File: src/rtl/complex_arithmetic_unit_defines.svh
// Assertion macros shared by the complex arithmetic unit.
// With SYNTH defined the macros expand to nothing.
`ifndef COMPLEX_ARITHMETIC_UNIT_DEFINES_SVH
`define COMPLEX_ARITHMETIC_UNIT_DEFINES_SVH

`ifndef SYNTH

// Clocked check that is switched off while reset is high.
`define CAU_ASSERT(lbl, clk, rst, prop) \
   lbl: assert property (@(posedge clk) disable iff (rst) prop) \
      else $error("complex arithmetic unit check failed");

// Clocked check without a disable term; the property handles reset itself.
`define CAU_ASSERT_NR(lbl, clk, prop) \
   lbl: assert property (@(posedge clk) prop) \
      else $error("complex arithmetic unit check failed");

`else

`define CAU_ASSERT(lbl, clk, rst, prop)
`define CAU_ASSERT_NR(lbl, clk, prop)

`endif

`endif

File: src/rtl/cau_pkg.sv
package cau_pkg;

   // Operand and result format.
   localparam int DATA_WIDTH = 32;
   localparam int FRAC_BITS  = 16;

   // Internal widths: full products, their sums, and shifted numerators.
   localparam int PROD_W   = 2 * DATA_WIDTH;
   localparam int WIDE_W   = PROD_W + 1;
   localparam int NUM_W    = PROD_W + FRAC_BITS;
   localparam int SQ_REM_W = DATA_WIDTH + 2;

   // One quotient bit and one root bit are resolved per iteration stage.
   localparam int STEPS = DATA_WIDTH;

   // Operation codes.
   localparam logic [2:0] OP_ADD = 3'd0;
   localparam logic [2:0] OP_SUB = 3'd1;
   localparam logic [2:0] OP_MUL = 3'd2;
   localparam logic [2:0] OP_DIV = 3'd3;
   localparam logic [2:0] OP_MAG = 3'd4;

   // Limits of the signed result range and the rounding constant for multiply.
   localparam logic signed [DATA_WIDTH-1:0] MAX_VAL = {1'b0, {(DATA_WIDTH-1){1'b1}}};
   localparam logic signed [DATA_WIDTH-1:0] MIN_VAL = {1'b1, {(DATA_WIDTH-1){1'b0}}};
   localparam logic signed [WIDE_W-1:0] HALF = WIDE_W'(1) << (FRAC_BITS - 1);

   typedef struct packed {
      logic [2:0]                   action;
      logic signed [DATA_WIDTH-1:0] a_real;
      logic signed [DATA_WIDTH-1:0] a_imag;
      logic signed [DATA_WIDTH-1:0] b_real;
      logic signed [DATA_WIDTH-1:0] b_imag;
   } req_type;

   typedef struct packed {
      logic signed [DATA_WIDTH-1:0] result_real;
      logic signed [DATA_WIDTH-1:0] result_imag;
      logic                         div_by_zero;
      logic                         saturated;
   } rsp_type;

   // Clipped value together with its saturation flag.
   typedef struct packed {
      logic                         sat;
      logic signed [DATA_WIDTH-1:0] value;
   } clip_type;

   // One division lane: partial remainder, and a word that holds the
   // unconsumed low numerator bits on top and the quotient bits below.
   typedef struct packed {
      logic [PROD_W-1:0]     rem;
      logic [DATA_WIDTH-1:0] nq;
      logic                  neg;
      logic                  ovf;
   } div_lane_type;

   // Everything that travels down the iteration pipeline.
   typedef struct packed {
      logic                         vld;
      logic [2:0]                   op;
      logic                         dz;
      logic signed [DATA_WIDTH-1:0] pre_real;
      logic signed [DATA_WIDTH-1:0] pre_imag;
      logic                         pre_sat;
      logic [PROD_W-1:0]            den;
      div_lane_type                 lane_re;
      div_lane_type                 lane_im;
      logic [PROD_W-1:0]            rad;
      logic [SQ_REM_W-1:0]          sq_rem;
      logic [DATA_WIDTH-1:0]        root;
   } step_type;

   // Clip a wide signed value to the result range.
   function automatic clip_type clip_wide(input logic signed [WIDE_W-1:0] v);
      clip_type c;
      c.sat   = 1'b0;
      c.value = v[DATA_WIDTH-1:0];
      if (!(&v[WIDE_W-1:DATA_WIDTH-1]) && (|v[WIDE_W-1:DATA_WIDTH-1])) begin
         c.sat   = 1'b1;
         c.value = v[WIDE_W-1] ? MIN_VAL : MAX_VAL;
      end
      return c;
   endfunction

endpackage

File: src/rtl/cau_step.sv
module cau_step (
   input  logic              clock,
   input  logic              reset,
   input  logic              en,
   input  cau_pkg::step_type prev_stage,
   output cau_pkg::step_type stage_out
);
   import cau_pkg::*;

   step_type stage_ff, stage_in;

   logic [SQ_REM_W+1:0] t_sq;
   logic [SQ_REM_W+1:0] trial;

   // One restoring division step: bring down the next numerator bit and
   // subtract the denominator when it fits.
   function automatic div_lane_type div_step(input div_lane_type l,
                                             input logic [PROD_W-1:0] den);
      logic [PROD_W:0] t;
      logic [PROD_W:0] d;
      div_lane_type    r;
      t = {l.rem, l.nq[DATA_WIDTH-1]};
      d = {1'b0, den};
      r = l;
      if (t >= d) begin
         r.rem = PROD_W'(t - d);
         r.nq  = {l.nq[DATA_WIDTH-2:0], 1'b1};
      end else begin
         r.rem = t[PROD_W-1:0];
         r.nq  = {l.nq[DATA_WIDTH-2:0], 1'b0};
      end
      return r;
   endfunction

   // Both division lanes and one digit-by-digit square root step.
   always_comb begin
      stage_in         = prev_stage;
      stage_in.lane_re = div_step(prev_stage.lane_re, prev_stage.den);
      stage_in.lane_im = div_step(prev_stage.lane_im, prev_stage.den);
      t_sq  = {prev_stage.sq_rem, prev_stage.rad[PROD_W-1 -: 2]};
      trial = {2'b00, prev_stage.root, 2'b01};
      stage_in.rad = prev_stage.rad << 2;
      if (t_sq >= trial) begin
         stage_in.sq_rem = SQ_REM_W'(t_sq - trial);
         stage_in.root   = {prev_stage.root[DATA_WIDTH-2:0], 1'b1};
      end else begin
         stage_in.sq_rem = t_sq[SQ_REM_W-1:0];
         stage_in.root   = {prev_stage.root[DATA_WIDTH-2:0], 1'b0};
      end
   end

   always_ff @(posedge clock) begin
      if (reset) begin
         stage_ff.vld <= 1'b0;
      end else if (en) begin
         stage_ff <= stage_in;
      end
   end

   assign stage_out = stage_ff;

endmodule

File: config.mk
export PLATFORM = sky130hd
export DESIGN_NAME = cau_step
export DESIGN_NICKNAME = d
export VERILOG_FILES = /design/src/rtl/complex_arithmetic_unit_defines.svh /design/src/rtl/cau_pkg.sv /design/src/rtl/cau_step.sv
export SDC_FILE = /design/constraint.sdc
export NUM_CORES = 1
export LEC_CHECK = 0
export ABC_AREA = 1
export BUFFER_PORTS_ARGS = -buffer_cell sky130_fd_sc_hd__buf_2
export CORE_AREA = 2 2 364 366
export DETAILED_ROUTE_END_ITERATION = 8
export DIE_AREA = 0 0 366 368
export GPL_ROUTABILITY_DRIVEN = 0
export PLACE_DENSITY_LB_ADDON = 0.15
export SLEW_MARGIN = 20
export SYNTH_ARGS = -nofsm -noshare
export SYNTH_HDL_FRONTEND = slang
export SYNTH_SLANG_ARGS = --single-unit
File: constraint.sdc
create_clock -name clock -period 26.1 [get_ports clock]
set_input_delay 1.305 -clock clock [delete_from_list [all_inputs] [get_ports clock]]
set_output_delay 1.305 -clock clock [all_outputs]
set_load 0.005 [all_outputs]
# == After elaboration in Yosys (flattened, before gate mapping) ==
# Cells that the tools add are included.
# W data, S select, Z words.
# word_totals
input_bits,463
out_inout_bits,460
word_cells,29
regBits,458
# op_classes
add_sub_neg,3
mux,3
bitwise_logic,1
reduce_logical,1
order_cmp,3
# ops
cell,n
$mux W96,2
$ge A65 B64 Y1,2
$sub A64 B64 Y64,2
$mux W66,1
$ge A36 B34 Y1,1
$sub A34 B34 Y34,1
$reduce_and A2 Y1,1
$not A1 Y1,1

# == Depth between registers and ports, before layout ==
# depth
depth_word,2
depth_mapped,18
ltp_nobuf,17

# == Least setup slack after synthesis ==
# OpenSTA, ideal clock, no wires.
# synth_timing
path_type,input -> register
startpoint,input port en
endpoint,"register stage_ff, in the netlist stage_out[0] (enable)"
t_arrival_ns,20.508
cell_stages,2
setup_time_ns,1.303
path_buffers,0
t_required_ns,24.797
slack_ns,4.290
path_cell_list,inv_1 nor2_1
# synth_between
elab_chain_cells,1
# synth_lines
item,line,text
start: declaration,cau_step.sv:4,"input logic en,"
$reduce_and A2 Y1 (no source line),-,
end signal: assignment,cau_step.sv:56,stage_ff <= stage_in;
end: declaration,cau_step.sv:10,"step_type stage_ff, stage_in;"
# Every way passes these cells.
# A chain may end at the register's enable or synchronous reset.

# == Worst setup path after layout ==
# layout_timing
startpoint,input port en
endpoint,"register stage_ff, in the netlist stage_out[214] (enable)"
# Same word-level chain as after synthesis.

==> key figures <==
Outcome
  – Status: completed

Layout
  – Most frequent cells in the layout: 1,533 x nand2_1, 920 x buf_2, 768 x inv_1, 457 x edfxtp_1, 320 x nand3_1
  – Commonest non-fill, non-tap cell in the layout: nand2_1
  – Share of layout cells above drive strength 1: a little under a quarter
  – Max FFs per register: 458
  – Final layout net count: 5,651
  – P&R area growth vs syn: 27.9%

Clock network
  – H-tree depth: 2
  – Resize count post-CTS: 0
  – TritonCTS buffer count: 61
  – CTS Hold Bufs: 0
  – Clk root buf: clkbuf_16
  – Post-CTS setup buffer count: 0
  – Clk buf depth: 3
  – CTS tree: done
  – # clock sinks: 458
  – Register clock-pin slew on the reported worst setup and hold paths: around 0.06 ns
  – Worst-Skew Late Latency: 0.68 ns

Worst setup path
  – CP Launch Type: input port
  – CP Buf/Inv Count: 6
  – Critical path origin: en
  – Crit-path most repeated cell: buf_4
  – Critical path class: input port to flop
  – WP depth: 7
  – Crit-path cells: buf_2, inv_1, nor2_4, buf_4, buf_12, buf_4, buf_4
  – CP max-delay cell: buf_4
  – Reg2Reg Depth: 2
  – CP arrival: approximately 5.2 ns
  – Max stage delay on crit path: 0.76 ns
  – R2r endpoint: stage_out[459]
  – Worst Setup End Kind: flop
  – Delay-heaviest family, CP: buffers and inverters
  – Req. time, crit path: 26.38 ns
  – R2r setup slk: 25.53 ns
  – FF-to-FF Start: stage_out[459]
  – CP Max Fanout: 126

Power
  – Tot Pwr: around 0.0024 W
  – Part of the power in combinational logic: 24.3%
  – Switching Fraction: 32.8%
  – Cell-internal power: 0.00160 W
  – Worst vdd ir: 51.5 uV
  – Leak Pwr: between 20 and 25 nW
  – Clock power share: between 30% and 40%
  – Register share of total power: 38.7%
  – P_sw: 0.000779 W
  – PwrDens: 60.2 nW/um2

Hold path
  – Worst Min Path Start: stage_out[459]
  – Worst hold path type: flop to flop
  – Hold EP: stage_out[459]
  – Hold depth: 2

Die
  – Starting density of the core: 23.6%
  – Core footprint: 131,000 um2
  – Die height: ~370 um
  – Die area: 135,000 um2
  – IO Pins: 923
  – Die W: between 300 and 400 um
  – Num rows: 133

Timing
  – # setup viols final: 0
  – Clock skew: 0 ns
  – Worst slew pin tran: around 1.1 ns
  – Final slew viol count: 0
  – Slew HR: 29.4%
  – RSZ-0062 raised after global routing: no
  – Final worst path period need: 4.93 ns
  – Fin. Hold Viols: 0
  – Tcrit/Tclk final: 18.9%
  – TNS Setup: 0 ns
  – Max Clock Freq: 203 MHz

Route
  – Total number of vias: approximately 30,000
  – Initial DRC count: 1,856
  – Routed Antenna Nets: 0
  – DRT Pass-1 Iters: 7
  – Vias per cell: 4.36
  – WL final: about 160,000 um
  – DR DRC count: 0
  – Routed WL per cell: 23.3 um

Synth
  – Post-synthesis sequential area ratio: 44.5%
  – Register bit total from synthesis: 458
  – Cell Area, Synth: 30,900 um2
  – Yosys warning total: 0
  – Syn Inst Count: 4,077
  – Post-synth cell types: 44
  – Mean Syn Cell Area: 7.57 um2

Global route
  – Global-route wire length before repair: 217,000 um
  – Vias in the first global route: 29,100
  – Largest net degree at the start of global routing: 127
  – Initial antenna violation count: 66
  – Aggregate global routing overflow: 0
  – Overall Global Routing Usage: 22.8%

Flow run
  – Max-cap viol count: 0

Place
  – Dpl hpwl: 137,000 um
  – Port buffer count: 920
-- how the worst max path moves through the flow --
| stage | to | slack [ns] |
|---|---|---|
| 6_report | stage_out[214] | 21.17 |
| 5_1_grt | stage_out[222] | 20.86 |
| 4_1_cts | stage_out[217] | 21.15 |
| 3_5_place_dp | stage_out[207] | 20.44 |
| 3_3_place_gp | stage_out[209] | 20.46 |
| 2_1_floorplan | stage_out[0] | 4.29 |
-- kinds of logic (layout without fill, tap and decap cells) --
logic type / Yosys count / count (layout) / synth area share (%)
other cells: 1 / 16 / 0.0121
simple gates: 2332 / 2332 / 32.2
xor+xnor: 82 / 82 / 2.33
fa+ha+maj: 164 / 164 / 6.70
compound gates: 189 / 189 / 3.22
flops: 458 / 458 / 44.5
buf+inv: 851 / 1848 / 11.0
-- area by class of cell --
cell class	instances	area, um2
Clock inverter	43	514
Inverter	805	3020
Antenna cell	14	35.0
Fill cell	14600	91300
Multi-Input combinational cell	2769	13700
Timing Repair Buffer	929	4680
Sequential cell	458	13700
Tap cell	1755	2200
Clock buffer	71	1560
-- cell usage after synthesis --
library cell	instances	area (um2)
a21boi_0	2	15.0
a21o_1	7	52.6
a21oi_1	132	661
a21oi_2	2	17.5
a21oi_4	1	16.3
a31oi_1	1	6.26
and2_1	3	18.8
and3_1	7	43.8
buf_1	2	7.51
buf_12	8	160
buf_2	14	70.1
buf_4	12	90.1
buf_6	3	33.8
clkbuf_1	7	26.3
clkinv_1	3	11.3
conb_1	1	3.75
dfxtp_1	1	20.0
edfxtp_1	457	13700
fa_1	2	40.0
ha_1	162	2030
inv_1	768	2880
inv_2	34	128
nand2_1	1533	5750
nand2_2	82	513
nand2_4	4	45.0
nand2_8	1	20.0
nand3_1	320	1600
nand3_2	3	30.0
nand3_4	1	17.5
nand3b_1	38	285
nand4_1	14	87.6
nor2_1	234	878
nor2_2	38	238
nor2_4	12	135
nor2_8	1	20.0
nor3_1	22	110
nor3_2	4	40.0
nor4_1	13	81.3
o21ai_0	41	205
o21ai_1	1	5.00
o21bai_1	2	15.0
or2_2	2	12.5
xnor2_1	5	43.8
xor2_1	77	674
-- worst reg2reg max path: cells and delay by family (launching register included) --
family	cells	cell delay [ns]
flip-flops	1	0.33
AO/OA/AOI/OAI	1	0.12
AND/OR/NAND/NOR	1	0.05
-- per-layer routing --
metal	GRT usage (%)	part of all wire, %
met5	0	0.19
met4	7.95	4.0
met3	4.44	6.1
met2	42.2	51
met1	25.9	38
-- power by group through the flow --
| stage | clock network [W] | logic, W | registers, W |
|---|---|---|---|
| 2_1_floorplan | 0 | 0.000315 | 0.000948 |
| 3_3_place_gp | 0 | 0.000580 | 0.000937 |
| 3_5_place_dp | 0 | 0.000580 | 0.000936 |
| 4_1_cts | 0.000909 | 0.000583 | 0.000922 |
| 5_1_grt | 0.000934 | 0.000636 | 0.000924 |
| 6_report | 0.000880 | 0.000578 | 0.000919 |
-- per-stage QoR --
stage | hold slack (ns) | instances | setup slack (ns) | util (%) | instance area, um2
floorplan | 0.449 | 4078 | 4.29 | - | 30900
global placement | 0.460 | 6716 | 20.46 | 28.6 | 37400
detailed placement | 0.461 | 6716 | 20.44 | 28.6 | 37400
CTS | 0.466 | 6830 | 21.15 | 30.2 | 39400
global route | 0.484 | 6831 | 20.86 | 30.2 | 39500
finish | 0.466 | 6844 | 21.17 | 30.2 | 39500
Note: power is estimated with default switching activity, not from simulation.
