**src/rtl/complex_arithmetic_unit_defines.svh**
```systemverilog
// Assertion macros shared by the complex arithmetic unit.
// With SYNTH defined the macros expand to nothing.
`ifndef COMPLEX_ARITHMETIC_UNIT_DEFINES_SVH
`define COMPLEX_ARITHMETIC_UNIT_DEFINES_SVH

`ifndef SYNTH

// Clocked check that is switched off while reset is high.
`define CAU_ASSERT(lbl, clk, rst, prop) \
   lbl: assert property (@(posedge clk) disable iff (rst) prop) \
      else $error("complex arithmetic unit check failed");

// Clocked check without a disable term; the property handles reset itself.
`define CAU_ASSERT_NR(lbl, clk, prop) \
   lbl: assert property (@(posedge clk) prop) \
      else $error("complex arithmetic unit check failed");

`else

`define CAU_ASSERT(lbl, clk, rst, prop)
`define CAU_ASSERT_NR(lbl, clk, prop)

`endif

`endif

```
**src/rtl/cau_pkg.sv**
```systemverilog
package cau_pkg;

   // Operand and result format.
   localparam int DATA_WIDTH = 32;
   localparam int FRAC_BITS  = 16;

   // Internal widths: full products, their sums, and shifted numerators.
   localparam int PROD_W   = 2 * DATA_WIDTH;
   localparam int WIDE_W   = PROD_W + 1;
   localparam int NUM_W    = PROD_W + FRAC_BITS;
   localparam int SQ_REM_W = DATA_WIDTH + 2;

   // One quotient bit and one root bit are resolved per iteration stage.
   localparam int STEPS = DATA_WIDTH;

   // Operation codes.
   localparam logic [2:0] OP_ADD = 3'd0;
   localparam logic [2:0] OP_SUB = 3'd1;
   localparam logic [2:0] OP_MUL = 3'd2;
   localparam logic [2:0] OP_DIV = 3'd3;
   localparam logic [2:0] OP_MAG = 3'd4;

   // Limits of the signed result range and the rounding constant for multiply.
   localparam logic signed [DATA_WIDTH-1:0] MAX_VAL = {1'b0, {(DATA_WIDTH-1){1'b1}}};
   localparam logic signed [DATA_WIDTH-1:0] MIN_VAL = {1'b1, {(DATA_WIDTH-1){1'b0}}};
   localparam logic signed [WIDE_W-1:0] HALF = WIDE_W'(1) << (FRAC_BITS - 1);

   typedef struct packed {
      logic [2:0]                   action;
      logic signed [DATA_WIDTH-1:0] a_real;
      logic signed [DATA_WIDTH-1:0] a_imag;
      logic signed [DATA_WIDTH-1:0] b_real;
      logic signed [DATA_WIDTH-1:0] b_imag;
   } req_type;

   typedef struct packed {
      logic signed [DATA_WIDTH-1:0] result_real;
      logic signed [DATA_WIDTH-1:0] result_imag;
      logic                         div_by_zero;
      logic                         saturated;
   } rsp_type;

   // Clipped value together with its saturation flag.
   typedef struct packed {
      logic                         sat;
      logic signed [DATA_WIDTH-1:0] value;
   } clip_type;

   // One division lane: partial remainder, and a word that holds the
   // unconsumed low numerator bits on top and the quotient bits below.
   typedef struct packed {
      logic [PROD_W-1:0]     rem;
      logic [DATA_WIDTH-1:0] nq;
      logic                  neg;
      logic                  ovf;
   } div_lane_type;

   // Everything that travels down the iteration pipeline.
   typedef struct packed {
      logic                         vld;
      logic [2:0]                   op;
      logic                         dz;
      logic signed [DATA_WIDTH-1:0] pre_real;
      logic signed [DATA_WIDTH-1:0] pre_imag;
      logic                         pre_sat;
      logic [PROD_W-1:0]            den;
      div_lane_type                 lane_re;
      div_lane_type                 lane_im;
      logic [PROD_W-1:0]            rad;
      logic [SQ_REM_W-1:0]          sq_rem;
      logic [DATA_WIDTH-1:0]        root;
   } step_type;

   // Clip a wide signed value to the result range.
   function automatic clip_type clip_wide(input logic signed [WIDE_W-1:0] v);
      clip_type c;
      c.sat   = 1'b0;
      c.value = v[DATA_WIDTH-1:0];
      if (!(&v[WIDE_W-1:DATA_WIDTH-1]) && (|v[WIDE_W-1:DATA_WIDTH-1])) begin
         c.sat   = 1'b1;
         c.value = v[WIDE_W-1] ? MIN_VAL : MAX_VAL;
      end
      return c;
   endfunction

endpackage

```
**src/rtl/cau_back.sv**
```systemverilog
`include "complex_arithmetic_unit_defines.svh"

module cau_back (
   input  logic              clock,
   input  logic              reset,
   input  logic              en,
   input  cau_pkg::step_type last,
   input  logic              rsp_stall,
   output logic              rsp_valid,
   output cau_pkg::rsp_type  rsp_data,
   output logic              hold
);
   import cau_pkg::*;

   rsp_type  result;
   clip_type q_re, q_im;
   logic     take;

   logic    out_vld_ff, out_vld_in;
   logic    skid_vld_ff, skid_vld_in;
   rsp_type out_data_ff, out_data_in;
   rsp_type skid_data_ff, skid_data_in;

   // Sign and clip a quotient; ovf means it did not fit the result width.
   function automatic clip_type quo_clip(input div_lane_type l);
      clip_type c;
      c.sat   = 1'b0;
      c.value = '0;
      if (l.ovf) begin
         c.sat   = 1'b1;
         c.value = l.neg ? MIN_VAL : MAX_VAL;
      end else if (!l.neg) begin
         if (l.nq[DATA_WIDTH-1]) begin
            c.sat   = 1'b1;
            c.value = MAX_VAL;
         end else begin
            c.value = $signed(l.nq);
         end
      end else begin
         if (l.nq[DATA_WIDTH-1] && (|l.nq[DATA_WIDTH-2:0])) begin
            c.sat   = 1'b1;
            c.value = MIN_VAL;
         end else begin
            c.value = -$signed(l.nq);
         end
      end
      return c;
   endfunction

   // Final result selection per operation.
   always_comb begin
      q_re   = quo_clip(last.lane_re);
      q_im   = quo_clip(last.lane_im);
      result = '0;
      case (last.op)
         OP_ADD, OP_SUB, OP_MUL: begin
            result.result_real = last.pre_real;
            result.result_imag = last.pre_imag;
            result.saturated   = last.pre_sat;
         end
         OP_DIV: begin
            if (last.dz) begin
               result.div_by_zero = 1'b1;
            end else begin
               result.result_real = q_re.value;
               result.result_imag = q_im.value;
               result.saturated   = q_re.sat | q_im.sat;
            end
         end
         OP_MAG: begin
            if (last.root[DATA_WIDTH-1]) begin
               result.result_real = MAX_VAL;
               result.saturated   = 1'b1;
            end else begin
               result.result_real = $signed(last.root);
            end
         end
         default: begin
            result = '0;
         end
      endcase
   end

   // Output register with a one-entry skid; a full skid freezes the pipeline.
   always_comb begin
      take         = last.vld && en;
      out_vld_in   = out_vld_ff;
      out_data_in  = out_data_ff;
      skid_vld_in  = skid_vld_ff;
      skid_data_in = skid_data_ff;
      if (!out_vld_ff || !rsp_stall) begin
         if (skid_vld_ff) begin
            out_vld_in  = 1'b1;
            out_data_in = skid_data_ff;
            skid_vld_in = 1'b0;
         end else begin
            out_vld_in  = take;
            out_data_in = result;
         end
      end else if (take) begin
         skid_vld_in  = 1'b1;
         skid_data_in = result;
      end
   end

   always_ff @(posedge clock) begin
      if (reset) begin
         out_vld_ff  <= 1'b0;
         skid_vld_ff <= 1'b0;
      end else begin
         out_vld_ff  <= out_vld_in;
         skid_vld_ff <= skid_vld_in;
      end
   end

   always_ff @(posedge clock) begin
      out_data_ff  <= out_data_in;
      skid_data_ff <= skid_data_in;
   end

   assign rsp_valid = out_vld_ff;
   assign rsp_data  = out_data_ff;
   assign hold      = skid_vld_ff;

   // The skid only holds a transaction while the output register is full.
   `CAU_ASSERT(a_skid_needs_out, clock, reset, skid_vld_ff |-> out_vld_ff)
   // The skid fills only behind a stalled output.
   `CAU_ASSERT(a_skid_fill, clock, reset, $rose(skid_vld_ff) |-> $past(out_vld_ff && rsp_stall))
   // A zero denominator always delivers a clean zero result.
   `CAU_ASSERT_NR(a_dz_zero, clock, reset || !(out_vld_ff && out_data_ff.div_by_zero) || (out_data_ff.result_real == '0 && out_data_ff.result_imag == '0 && !out_data_ff.saturated))

endmodule

```
**config.mk**
```make
export PLATFORM = sky130hd
export DESIGN_NAME = cau_back
export DESIGN_NICKNAME = d
export VERILOG_FILES = /design/src/rtl/cau_pkg.sv /design/src/rtl/cau_back.sv
export VERILOG_INCLUDE_DIRS = /design/src /design/src/rtl
export SDC_FILE = /design/constraint.sdc
export NUM_CORES = 1
export LEC_CHECK = 0
export BUFFER_PORTS_ARGS = -buffer_cell sky130_fd_sc_hd__buf_2
export CAP_MARGIN = 20
export CELL_PAD_IN_SITES_DETAIL_PLACEMENT = 0
export CELL_PAD_IN_SITES_GLOBAL_PLACEMENT = 1
export CORE_AREA = 2 2 208 210
export DETAILED_ROUTE_END_ITERATION = 6
export DIE_AREA = 0 0 210 212
export PLACE_DENSITY_LB_ADDON = 0.1
export SYNTH_ARGS = -nofsm -noshare
export SYNTH_HDL_FRONTEND = slang
export SYNTH_SLANG_ARGS = --single-unit
```
**constraint.sdc**
```tcl
create_clock -name clock -period 18.3 [get_ports clock]
set_input_delay 2.745 -clock clock [delete_from_list [all_inputs] [get_ports clock]]
set_output_delay 2.745 -clock clock [all_outputs]
set_load 0.02 [all_outputs]
```
# Yosys cells after proc, flatten, opt, wreduce, memory -nomap -nowiden
# Cells that the tools add are included.
# totals
reg_bits	134
latch_bits	0
mem_bits_rw	0
romBits	0
input_bits	464
wordCells	55
mem_count	0
# classes
n_addsub	2
n_mul	0
div_mod_pow	0
n_lt_le_gt_ge	0
n_eq_ne	4
shifts	0
n_mux	25
bitwise_logic	2
reduce_logical	12
# ops
cell	count
33-bit 2-to-1 mux	4
32-bit 2-to-1 mux	4
32-bit case mux with 3 select lines	1
31-bit 2-to-1 mux	3
66-bit 2-to-1 mux	1
64-bit 2-to-1 mux	1
32-bit negator	2
32-bit case mux with 2 select lines	1
31-bit OR reduction	2
1-bit 2-to-1 mux	9
3-bit by 2-bit == test with 1-bit output (second input constant)	2
3-bit by 1-bit == test with 1-bit output (second input constant)	1
3-bit == test (second input constant)	1
1-bit logical AND	3
3-bit logical NOT	1
1-bit case mux with 3 select lines	1
3-bit OR reduction	1
1-bit logical NOT	2
2-bit AND reduction	1
2-bit OR reduction	1
1-bit logical OR	1
1-bit inverter	1
1-bit OR	1

# Longest topological paths before layout
# depth
word_depth	9
ltp_mapped	10

# Worst setup path before layout
# No wires, ideal clock.
# synth_path
path_kind	input-to-reg
from	input rsp_stall
to	register skid_data_ff[0] in the netlist's numbering, enable pin
setup_ps	492
arrival_ps	7212
slack_ps	10596
stages	2
path_buffers	0
path_cell_list	nand2_1 > nor2_1
# synth_via
elab_chain_len	4
# synth_lines
item	line_no	text
start: declaration	cau_back.sv:8	input logic rsp_stall,
1-bit logical NOT	cau_back.sv:91	if (!out_vld_ff || !rsp_stall) begin
1-bit logical OR	cau_back.sv:91	
1-bit inverter (no source line)	n/a	
2-bit AND reduction (no source line)	n/a	
end signal: assignment	cau_back.sv:118	skid_data_ff <= skid_data_in;
end: declaration	cau_back.sv:22	rsp_type skid_data_ff, skid_data_in;
# Every way passes these cells.
# A chain may end at the register's enable or synchronous reset.

# Worst setup path in the final report
# layout_path
from	input last[142] in the netlist's numbering
to	register out_data_ff, in the netlist rsp_data[17] (data pin)
# layout_via
elab_chain_len	8
# layout_lines
item	line_no	text
start: declaration	cau_back.sv:7	input cau_pkg::step_type last,
branches (longest 2 deep; another with 32-bit negator)	n/a	
32-bit 2-to-1 mux *	cau_back.sv:40	if (l.nq[DATA_WIDTH-1] && (|l.nq[DATA_WIDTH-2:0])) begin
33-bit 2-to-1 mux *	cau_back.sv:32	end else if (!l.neg) begin
33-bit 2-to-1 mux *	cau_back.sv:29	if (l.ovf) begin
64-bit 2-to-1 mux *	cau_back.sv:62	if (last.dz) begin
32-bit case mux with 2 select lines *	cau_back.sv:55	case (last.op)
66-bit 2-to-1 mux *	cau_back.sv:92	if (skid_vld_ff) begin
end signal: assignment	cau_back.sv:117	out_data_ff <= out_data_in;
end: declaration	cau_back.sv:21	rsp_type out_data_ff, out_data_in;
# Every way passes the cells marked *.

==> reports/results.tsv <==
metric	value	unit
first_iter_violations	674	
fmax	0.179	GHz
synth_top_area_cell	edfxtp_1	
synth_mux_area_share	5.63	%
slowest_stage	nand2_1	
maxCapViolCount	0	
clk_latency	0.44	ns
place_congestion	0.802	
core	42500	µm²
initial_core_util	20.8	%
tns	0	ns
synth_common_cells	132 x edfxtp_1, 94 x nand2_1, 81 x nor2_1	
slowest_delay	0.65	ns
synth_nets	1401	
portBuffers	241	
ys_top_cells_by_area	edfxtp_1 45%, mux2_2 4.6%, nand2_1 4.0%	
grt_overflow	0	
crit_buf_inv	1	
first_global_vias	8411	
synthXorXnorAreaFrac	1.09	%
vias	8536	
fin_crit	5.60	ns
via_per_inst	5.01	
rsz0062_at_grt	no	
firstDrtPassIters	5	
cts_setup_buffers	0	
drc	0	
ys_seq_area_share	45.3	%
yosysTopAreaCellShare	44.9	%
die_w	210	µm
final_nets	1605	
setup_viol	0	
outcome	completed	
critPathRequiredTime	18.56	ns
row_count	76	
power_leakage	4.40	nW
layout.cells.non_filler	1705	
synth_fa_ha_area_share	0.283	%
slew_violations	0	
synth_edf_count	132	
syn_to_final_growth	26.8	%
ys_async_sr_fraction	0	%
synth_area	8830	µm²
powerDensity	80.2	nW/µm²
finalCritPeriodShare	30.6	%
synth-compound-area-share	23.0	%
crit_type	input pin to register	
numCtsBuffers	17	
cp_cell_sequence	buf_2 -> nor4_2 -> and3_1 -> a41oi_2 -> nand2_1 -> o211ai_1 -> a31oi_1	
ys.flop_type	edfxtp_1	
cts_resized	0	
synth_simple_gate_area_share	20.7	%
slew_headroom	36.8	%
cts_hold_buf	0	
dieHeight	212	µm
ys_types	90	
synth_most_common_cell	edfxtp_1	
synthesis.instances	935	
end_kind	register	
clkTransAtPathRegs	0.06	ns
worst_pin_slew	0.947	ns
placed_cells	1666	
crit_fanout	12	
ant_nets	0	
avgSynthCellArea	9.44	µm²
cts.sinks	134	
htree_levels	4	
avgRoutedWirePerCell	24.2	µm
finalHoldViolations	0	
clockRootBuffer	clkbuf_16	
num_io_pins	532	
crit_family	simple AND/OR/NAND/NOR gates	
synth-seq-cells	134	
vdd_drop_max	0.0533	mV
synth_top_family_by_area	compound AO/OA/AOI/OAI gates	
hold_path.class	register to register	
drive_gt1_share	30.8	%
grt_max_degree	65	
dieArea	44500	µm²
cp-start-kind	input pin	
antenna_found_initial	11	
arrival	5.86	ns
tritoncts	yes	
clock_path_buffers	2	
skew	0.0148	ns
grt_usage	18.6	%
wl	41300	µm
yosys_warnings	0	
dp_hpwl	30900	µm
grt_pass1_wl	59800	µm
## power by group
group	switching, mW	internal (mW)
Combinational	0.114	0.0576
Clock	0.156	0.207
Sequential	0.00505	0.358
## metal layers
metal,GRT usage (%),share of wire [%]
met1,25.6,47
met2,29.3,46
met3,4.73,5.6
met4,4.35,1.6
met5,0,0.11
## path summary, 6_finish.rpt
| kind | start | end | slack, ns | cells past startpoint |
|---|---|---|---|---|
| worst max-delay path | last[142] | rsp_data[17] | 12.70 | 7 |
| worst max register to register | hold | rsp_data[63] | 16.14 | 4 |
| worst min register to register | skid_data_ff[24] | rsp_data[24] | 0.53 | 2 |
| worst min-delay path | skid_data_ff[24] | rsp_data[24] | 0.53 | 2 |
## through the flow
stage	utilization (%)	hold WS [ns]	setup WS, ns	power, mW	instance area (µm²)
floorplan	-	0.498	10.60	0.461	8830
global placement	24.9	0.530	12.20	0.545	10600
detailed placement	24.9	0.527	12.31	0.544	10600
CTS	26.3	0.540	12.74	0.914	11200
global route	26.3	0.561	12.49	0.941	11200
finish	26.3	0.531	12.70	0.897	11200
## cells in the final DEF (no fill, tap or decap), drive strengths merged, types with 21 or more instances in the layout
master / n
buf: 255
nor2: 82
nand2: 95
a31oi: 29
edfxtp: 132
a21oi: 68
mux2: 37
nand3: 34
nand4: 21
inv: 27
nor3: 25
o21ai: 72
nor4: 25
## worst register-to-register path, stage by stage, from the launching register on
cell and delay (ns):
dfxtp_1 0.31, buf_4 0.23, inv_2 0.16, buf_4 0.70
mux2_2 0.50
## cell type report
cell class	instances	area, µm²
inverters	18	67.6
flip-flops and latches	134	4000
multi-input cells	713	4510
fillers	4642	31300
diodes	7	17.5
repair buffers	255	1310
clock inverters	15	179
clock buffers	17	425
well taps	546	683
## registers in the layout, summed over array words and instances (netlist names)
name	flops
rsp_data	66
skid_data_ff	66
hold	1
rsp_valid	1
## cells by family after synthesis
| logic type | after synthesis |
|---|---|
| AO/OA/AOI/OAI | 299 |
| XOR/XNOR | 11 |
| adder cells (fa/ha/maj) | 2 |
| buffers and inverters | 88 |
| flip-flops | 134 |
| multiplexers | 45 |
| AND/OR/NAND/NOR | 356 |
Note: power is estimated with default switching activity, not from simulation.
